`config.mk`:
```
export PLATFORM = sky130hd
export DESIGN_NAME = banked_memory_slot_mapper
export DESIGN_NICKNAME = d
export VERILOG_FILES = /design/src/rtl/bmsm_pkg.sv /design/src/rtl/banked_memory_slot_mapper.sv /design/src/rtl/bmsm_core.sv
export SDC_FILE = /design/constraint.sdc
export NUM_CORES = 1
export LEC_CHECK = 0
export ABC_AREA = 1
export ABC_CLOCK_PERIOD_IN_PS = 2550
export BUFFER_PORTS_ARGS = -buffer_cell sky130_fd_sc_hd__buf_2
export CORE_AREA = 2 2 209 170
export DETAILED_ROUTE_END_ITERATION = 16
export DIE_AREA = 0 0 211 172
export PLACE_DENSITY = 0.65
export SLEW_MARGIN = 10
export SYNTH_ARGS = -nofsm -noshare
export SYNTH_HDL_FRONTEND = slang
export SYNTH_SLANG_ARGS = --single-unit
```
`constraint.sdc`:
```
create_clock -name clk -period 2.55 [get_ports clk]
set_input_delay 0.51 -clock clk [delete_from_list [all_inputs] [get_ports clk]]
set_output_delay 0.51 -clock clk [all_outputs]
set_load 0.05 [all_outputs]
```
`src/rtl/bmsm_pkg.sv`:
```
// Shared types, action codes and reset tables for the banked memory slot mapper.
package bmsm_pkg;

    localparam int NUM_SLOTS = 8;
    localparam int SLOT_W    = 3;
    localparam int PAGE_W    = 8;
    localparam int BANK_W    = 7;

    localparam logic [PAGE_W-1:0] VIEW_ROM   = 8'hFF;
    localparam logic [4:0]        EXT_MASK   = 5'h1F;
    localparam logic [1:0]        MODE_1024  = 2'd3;

    typedef enum logic [3:0] {
        ACT_BANK_PORT  = 4'd0,
        ACT_PLUS3_PORT = 4'd1,
        ACT_EXT_PORT   = 4'd2,
        ACT_EFF7_PORT  = 4'd3,
        ACT_MODE_REG   = 4'd4,
        ACT_SET_RAM    = 4'd5,
        ACT_MAP_ROM    = 4'd6,
        ACT_READ       = 4'd7,
        ACT_SOFT_RESET = 4'd8,
        ACT_HARD_RESET = 4'd9
    } action_t;

    typedef struct packed {
        logic [PAGE_W-1:0] slot_page;
        logic              slot_is_rom;
        logic [PAGE_W-1:0] register_view;
        logic              lock_active;
        logic              write_ignored;
    } result_t;

    function automatic logic [PAGE_W-1:0] reset_page(input logic [SLOT_W-1:0] s);
        logic [PAGE_W-1:0] p;
        case (s)
            3'd0:    p = 8'h00;
            3'd1:    p = 8'h01;
            3'd2:    p = 8'h0A;
            3'd3:    p = 8'h0B;
            3'd4:    p = 8'h04;
            3'd5:    p = 8'h05;
            3'd6:    p = 8'h00;
            default: p = 8'h01;
        endcase
        return p;
    endfunction

    function automatic logic [PAGE_W-1:0] reset_view(input logic [SLOT_W-1:0] s);
        logic [PAGE_W-1:0] p;
        if (s < 3'd2)
            p = VIEW_ROM;
        else
            p = reset_page(s);
        return p;
    endfunction

    // Bank of the given 16 KB segment in a +3 all-RAM layout.
    function automatic logic [2:0] special_bank(input logic [1:0] cfg, input logic [1:0] seg);
        logic [2:0] b;
        case ({cfg, seg})
            4'b00_00: b = 3'd0;
            4'b00_01: b = 3'd1;
            4'b00_10: b = 3'd2;
            4'b00_11: b = 3'd3;
            4'b01_00: b = 3'd4;
            4'b01_01: b = 3'd5;
            4'b01_10: b = 3'd6;
            4'b01_11: b = 3'd7;
            4'b10_00: b = 3'd4;
            4'b10_01: b = 3'd5;
            4'b10_10: b = 3'd6;
            4'b10_11: b = 3'd3;
            4'b11_00: b = 3'd4;
            4'b11_01: b = 3'd7;
            4'b11_10: b = 3'd6;
            default:  b = 3'd3;
        endcase
        return b;
    endfunction

endpackage

```
`src/rtl/banked_memory_slot_mapper.sv`:
```
// Top level of the banked memory slot mapper: input register, slot table, result register.
//
// The block keeps eight 8 KB slot mappings and applies one paging action per
// item: port writes, direct RAM or ROM slot writes, reads and soft or hard
// resets. Every item produces exactly one result, reported for the slot
// given in the item and sampled after the item has taken effect. Items are
// taken one per clock cycle while the result side is not stalled; each item
// is held in the input register, and the result register is loaded when the
// core takes it. The whole state update for an item is combinational logic
// between those two registers, so consecutive items see each other's effects
// with no bubbles. A stalled result holds the pipeline; the input register
// still takes one more item while the result waits. The mapping mode
// register is cleared only by rst_n, never by the reset actions.
module banked_memory_slot_mapper (
    input  logic        clk,
    input  logic        rst_n,
    input  logic        s_tvalid,
    output logic        s_tready,
    input  logic [15:0] s_tdata,   // action[3:0], slot[6:4], value[14:7], zero[15]
    output logic        m_tvalid,
    input  logic        m_tready,
    output logic [23:0] m_tdata    // slot_page[7:0], slot_is_rom[8], register_view[16:9],
                                   // lock_active[17], write_ignored[18], zero[23:19]
);
    import bmsm_pkg::*;

    logic              in_valid_reg;
    action_t           in_action_reg;
    logic [2:0]        in_slot_reg;
    logic [7:0]        in_value_reg;
    logic              out_valid_reg, out_valid_next;
    result_t           out_result_reg;
    result_t           core_result;
    logic              advance;
    logic              fire;

    // Advance when the result register is empty or being drained.
    assign advance  = !out_valid_reg || m_tready;
    assign fire     = in_valid_reg && advance;
    assign s_tready = !in_valid_reg || advance;
    assign out_valid_next = advance ? in_valid_reg : out_valid_reg;

    bmsm_core u_core (
        .clk    (clk),
        .rst_n  (rst_n),
        .en     (fire),
        .action (in_action_reg),
        .slot   (in_slot_reg),
        .value  (in_value_reg),
        .result (core_result)
    );

    // Hold the item in the input register until the core takes it.
    always_ff @(posedge clk or negedge rst_n)
    begin
        if (!rst_n)
        begin
            in_valid_reg  <= 1'b0;
            out_valid_reg <= 1'b0;
        end
        else
        begin
            if (s_tready)
                in_valid_reg <= s_tvalid;
            out_valid_reg <= out_valid_next;
        end
    end

    always_ff @(posedge clk)
    begin
        if (s_tvalid && s_tready)
        begin
            in_action_reg <= action_t'(s_tdata[3:0]);
            in_slot_reg   <= s_tdata[6:4];
            in_value_reg  <= s_tdata[14:7];
        end
        if (fire)
            out_result_reg <= core_result;
    end

    assign m_tvalid = out_valid_reg;
    assign m_tdata  = {5'd0,
                       out_result_reg.write_ignored,
                       out_result_reg.lock_active,
                       out_result_reg.register_view,
                       out_result_reg.slot_is_rom,
                       out_result_reg.slot_page};

endmodule

```
`src/rtl/bmsm_core.sv`:
```
// Slot table and paging registers with the update logic for one item.
module bmsm_core (
    input  logic                   clk,
    input  logic                   rst_n,
    input  logic                   en,
    input  bmsm_pkg::action_t      action,
    input  logic [2:0]             slot,
    input  logic [7:0]             value,
    output bmsm_pkg::result_t      result
);
    import bmsm_pkg::*;

    logic [PAGE_W-1:0] pages_reg [NUM_SLOTS];
    logic [PAGE_W-1:0] pages_next [NUM_SLOTS];
    logic              rom_reg [NUM_SLOTS];
    logic              rom_next [NUM_SLOTS];
    logic [PAGE_W-1:0] views_reg [NUM_SLOTS];
    logic [PAGE_W-1:0] views_next [NUM_SLOTS];
    logic [7:0]        bank_reg, bank_next;
    logic [7:0]        plus3_reg, plus3_next;
    logic [4:0]        ext_reg, ext_next;
    logic [1:0]        raz_reg, raz_next;
    logic [1:0]        mode_reg, mode_next;
    logic              lock_reg, lock_next;

    logic              lock_eff_cur;
    logic              lock_eff_new;
    logic              ignored;
    logic              do_recompose;
    logic              do_rom_pair;
    logic              m1024_new;
    logic [BANK_W-1:0] bank_num;
    logic [PAGE_W-1:0] rom_base;
    logic [1:0]        cfg;
    logic [2:0]        sb;

    assign lock_eff_cur = lock_reg && !(mode_reg == MODE_1024 && !raz_reg[0]);

    always_comb
    begin
        for (int i = 0; i < NUM_SLOTS; i++)
        begin
            pages_next[i] = pages_reg[i];
            rom_next[i]   = rom_reg[i];
            views_next[i] = views_reg[i];
        end
        bank_next    = bank_reg;
        plus3_next   = plus3_reg;
        ext_next     = ext_reg;
        raz_next     = raz_reg;
        mode_next    = mode_reg;
        lock_next    = lock_reg;
        ignored      = 1'b0;
        do_recompose = 1'b0;
        do_rom_pair  = 1'b0;
        cfg          = value[2:1];
        sb           = 3'd0;

        unique case (action)
            ACT_BANK_PORT:
            begin
                if (lock_eff_cur)
                    ignored = 1'b1;
                else
                begin
                    lock_next    = value[5];
                    bank_next    = value;
                    do_recompose = 1'b1;
                end
            end
            ACT_PLUS3_PORT:
            begin
                if (lock_eff_cur)
                    ignored = 1'b1;
                else
                begin
                    plus3_next = value;
                    if (value[0])
                    begin
                        for (int seg = 0; seg < 4; seg++)
                        begin
                            sb = special_bank(cfg, 2'(seg));
                            pages_next[2*seg]   = {4'd0, sb, 1'b0};
                            pages_next[2*seg+1] = {4'd0, sb, 1'b1};
                            views_next[2*seg]   = {4'd0, sb, 1'b0};
                            views_next[2*seg+1] = {4'd0, sb, 1'b1};
                            rom_next[2*seg]     = 1'b0;
                            rom_next[2*seg+1]   = 1'b0;
                        end
                    end
                    else
                        do_rom_pair = 1'b1;
                end
            end
            ACT_EXT_PORT:
            begin
                if (lock_eff_cur)
                    ignored = 1'b1;
                else
                begin
                    ext_next     = value[4:0] & EXT_MASK;
                    do_recompose = 1'b1;
                end
            end
            ACT_EFF7_PORT:
            begin
                raz_next     = {value[3], value[2]};
                do_recompose = 1'b1;
            end
            ACT_MODE_REG:
            begin
                mode_next    = value[1:0];
                do_recompose = 1'b1;
            end
            ACT_SET_RAM:
            begin
                pages_next[slot] = value;
                rom_next[slot]   = 1'b0;
                views_next[slot] = value;
            end
            ACT_MAP_ROM:
            begin
                pages_next[slot] = value;
                rom_next[slot]   = 1'b1;
                views_next[slot] = VIEW_ROM;
            end
            ACT_SOFT_RESET, ACT_HARD_RESET:
            begin
                for (int i = 0; i < NUM_SLOTS; i++)
                begin
                    pages_next[i] = reset_page(3'(i));
                    views_next[i] = reset_view(3'(i));
                    rom_next[i]   = (i < 2);
                end
                if (action == ACT_HARD_RESET)
                begin
                    bank_next  = 8'd0;
                    plus3_next = 8'd0;
                    ext_next   = 5'd0;
                    raz_next   = 2'd0;
                    lock_next  = 1'b0;
                end
                else
                    do_recompose = 1'b1;
            end
            default:
            begin
            end
        endcase

        // Recompose from the updated port registers.
        m1024_new = (mode_next == MODE_1024) && !raz_next[0];
        if (mode_next[1])
            bank_num = {1'b0, m1024_new & bank_next[5], bank_next[7:6], bank_next[2:0]};
        else
            bank_num = {ext_next[3:0], bank_next[2:0]};
        rom_base = {5'd0, plus3_next[2], bank_next[4], 1'b0};

        if (do_recompose)
        begin
            pages_next[6] = {bank_num, 1'b0};
            pages_next[7] = {bank_num, 1'b1};
            views_next[6] = {bank_num, 1'b0};
            views_next[7] = {bank_num, 1'b1};
            rom_next[6]   = 1'b0;
            rom_next[7]   = 1'b0;
            if (raz_next[1])
            begin
                pages_next[0] = 8'h00;
                pages_next[1] = 8'h01;
                views_next[0] = 8'h00;
                views_next[1] = 8'h01;
                rom_next[0]   = 1'b0;
                rom_next[1]   = 1'b0;
            end
        end
        if (do_rom_pair || (do_recompose && !raz_next[1]))
        begin
            pages_next[0] = rom_base;
            pages_next[1] = rom_base | 8'h01;
            views_next[0] = rom_base;
            views_next[1] = rom_base | 8'h01;
            rom_next[0]   = 1'b1;
            rom_next[1]   = 1'b1;
        end

        lock_eff_new = lock_next && !m1024_new;

        result.slot_page     = pages_next[slot];
        result.slot_is_rom   = rom_next[slot];
        result.register_view = views_next[slot];
        result.lock_active   = lock_eff_new;
        result.write_ignored = ignored;
    end

    always_ff @(posedge clk or negedge rst_n)
    begin
        if (!rst_n)
        begin
            for (int i = 0; i < NUM_SLOTS; i++)
            begin
                pages_reg[i] <= reset_page(3'(i));
                views_reg[i] <= reset_view(3'(i));
                rom_reg[i]   <= (i < 2);
            end
            bank_reg  <= 8'd0;
            plus3_reg <= 8'd0;
            ext_reg   <= 5'd0;
            raz_reg   <= 2'd0;
            mode_reg  <= 2'd0;
            lock_reg  <= 1'b0;
        end
        else if (en)
        begin
            for (int i = 0; i < NUM_SLOTS; i++)
            begin
                pages_reg[i] <= pages_next[i];
                views_reg[i] <= views_next[i];
                rom_reg[i]   <= rom_next[i];
            end
            bank_reg  <= bank_next;
            plus3_reg <= plus3_next;
            ext_reg   <= ext_next;
            raz_reg   <= raz_next;
            mode_reg  <= mode_next;
            lock_reg  <= lock_next;
        end
    end

endmodule

```
==> metrics <==
most common cell after layout, fill and taps aside=nand2_1; All-Layer GR Usage=a little over a quarter; Final min period=2.50 ns; register share of total power=a little over a third; RSZ-0062 raised after global routing=yes; Gate power share=41.2%; Tot Pwr=approximately 0.014 W; Root Driver=clkbuf_16; Nets=2086; Initial Util=roughly two fifths; fin. max-slew vios=0; GR peak layer=met2; Die Y=roughly 170 um; CP Data Required Time=around 2.7 ns; Synth warnings=0; reg2reg end=m_tdata[3]; total core area=approximately 0.034 mm^2; Setup Skew=0.0147 ns; Buf/Inv on CP=2; Critical Path Sink Type=register; flops & latches, synth=about 190; # hold bufs at CTS=0; area delta synth->final=16.3%; Max Cap Viol=0; Sw Ratio=just over 40%; port bufs=39; worst min-delay path category=input port to asynchronous set/reset pin; R2R depth=11; total gr overflow=0; FMAX=roughly 400 MHz; Post-Route WL=about 48000 um; CTS Buffer Depth=2; met3 Usage GRT=roughly 7%; RD Place Congestion=0.925; TritonRoute pass-1 iters=6; sequential share of the synthesized area=a little under two fifths; Die ar.=between 0.03 and 0.04 mm^2; mapped cell area=0.0131 mm^2; Syn Area/Cell=about 6.5 um^2; clk slew on worst S/H paths=approximately 0.080 ns; CTS tree=built; number of buffers created by CTS=17; R2R Path Start=u_core.mode_reg[1]; drt wl/cell=approximately 19 um; first-pass GRT wire length=approximately 74000 um; P_int=just over 0.008 W; total number of vias=roughly 15000; most frequent cells in the layout=694 x nand2_1, 231 x nand3_1, 193 x o21ai_0, 143 x inv_1, 137 x nor2_1; P_sw=between 0.005 and 0.006 W; First DRT Iteration DRCs=roughly 1900; placed inst area=0.0145 mm^2; H-tree levels=4; Peak VDD IR=0.496 mV; Via density=between 5 and 6; Startpoint Class=register; initial antenna violation count=0; final worst-path cycle share=about 98%; Ports=46; M1 GR Usage=a little over a third; share of post-route cells with drive strength above 1=between 10% and 20%; max incr delay on CP=about 0.4 ns; critical path type=register to register; library cells used by synthesis=33; std cell rows=just over 60; Routed Antenna Nets=0; clock power share=23.0%; met2 usage=between 40% and 50%; reg2reg setup slack=0.05 ns; Worst Tran Pin Value=roughly 0.66 ns; Worst-Skew Late Latency=around 0.46 ns; clk sink count=approximately 190; Max FO, Critical Path=10; cell family with most CP delay=simple AND/OR/NAND/NOR gates; final setup vio count=0; largest net degree at the start of global routing=67; CP Cell Sequence=nand3_1 -> nand2_2 -> nand2_1 -> buf_6 -> clkinvlp_4 -> nor2_1 -> o21ai_0 -> nand2_1 -> nand2_1 -> nor2_1 -> nand3_1; Critical Path Most Common Cell=nand2_1; vias in the first global route=around 13000; slew margin rel.=between 50% and 60%; fillers=between 3000 and 4000; Lkg Pwr=7.12 nW; detailed placement HPWL=~33000 um; status=complete, no violations; # DRC=0; crit path max-delay cell type=dfrtp_1; # diodes=0; die width=between 200 and 250 um; Final Cell Area=approximately 0.015 mm^2; Hold Violations, Final=0; PD cells=roughly 920 mW/mm^2; Arrival @ worst endpoint=2.65 ns; Synth Instances=around 2000
power by group through the flow:
| stage | combinational [W] | sequential (W) | clock [W] |
|---|---|---|---|
| finish | 0.00577 | 0.00502 | 0.00322 |
| global route | 0.00642 | 0.00515 | 0.00337 |
| CTS | 0.00565 | 0.00499 | 0.00325 |
| detailed placement | 0.00563 | 0.00503 | 0 |
| global placement | 0.00546 | 0.00499 | 0 |
| floorplan | 0.00374 | 0.00514 | 0 |
cell type report:
cell class | instances | area [um^2] | share of cell area [%]
Timing Repair Buffer | 165 | 1450 | 9.52
Clock buffer | 21 | 450 | 2.95
Inverter | 154 | 596 | 3.90
Tap cell | 441 | 552 | 3.61
Multi-Input combinational cell | 1539 | 7040 | 46.1
Clock inverter | 11 | 239 | 1.56
Sequential cell | 189 | 4950 | 32.4
how the worst max path moves through the flow:
stage,endpoint,from,slack (ns),cells after the start
finish,m_tdata[3],u_core.mode_reg[1],0.05,11
detailed placement,m_tdata[16],in_slot_reg[2],-0.05,13
CTS,m_tdata[16],in_slot_reg[2],0.03,13
global placement,m_tdata[16],in_slot_reg[2],-0.04,13
floorplan,m_tdata[0],m_tvalid,0.23,5
global route,m_tdata[11],u_core.mode_reg[1],-0.04,12
repair_timing:
action / 4_1_cts / 5_1_grt
gates resized for setup: 1 / 18
endpoints found under the setup margin: 1 / 17
pin swaps: 0 / 1
buffers inserted: 0 / 4
endpoints found under the hold margin: 0 / 0
per-stage QoR:
step	setup TNS [ns]	hold slack, ns	util [%]	std cells	worst slack (ns)
final	0	0.0138	44.6	2520	0.0479
after global routing	-0.0672	0.0532	44.6	2520	-0.0441
after CTS	0	0.0250	44.4	2516	0.0315
after detailed placement	-0.0535	0.463	42.3	2484	-0.0535
after global placement	-0.0429	0.456	42.3	2484	-0.0429
after floorplan	0	0.214	-	2020	0.231
per-layer routing:
metal / wire [um] / up-vias / share of wire (%)
met3: 5510 / 100 / 11
met2: 20900 / 815 / 43
met4: 1340 / 2 / 2.8
li1: - / 6800 / -
met1: 20200 / 6851 / 42
met5: 93 / - / 0.19
cell families (layout without fill, tap and decap cells):
group,count (synthesis),in the layout,share of synthesized area [%]
AOI/OAI and AO/OA,375,375,16.0
and+or+nand+nor,1159,1159,37.1
buffers and inverters,292,351,9.18
other,1,5,0.0286
DFF,189,189,37.7
synthesized netlist by cell type, drive strengths merged:
master  count  area share, %
inv       150            4.3
o211ai     49            2.8
clkbuf     72            2.1
edfxtp     34            7.8
buf        66            2.7
nand3b      7           0.40
nand3     234            9.0
a22oi       1          0.057
dfstp      37            7.4
o22ai       5           0.24
nand4      63            3.0
a21oi      60            2.3
dfrtp     118             22
o21ai     204            7.8
or2         2          0.095
nor3        1          0.038
a31oi      43            2.0
clkinv      4           0.11
o21bai     12           0.69
a21boi      1          0.057
conb        1          0.029
nand2     705             20
nor2      147            4.4
No activity file was read; power rests on OpenSTA's default activity.
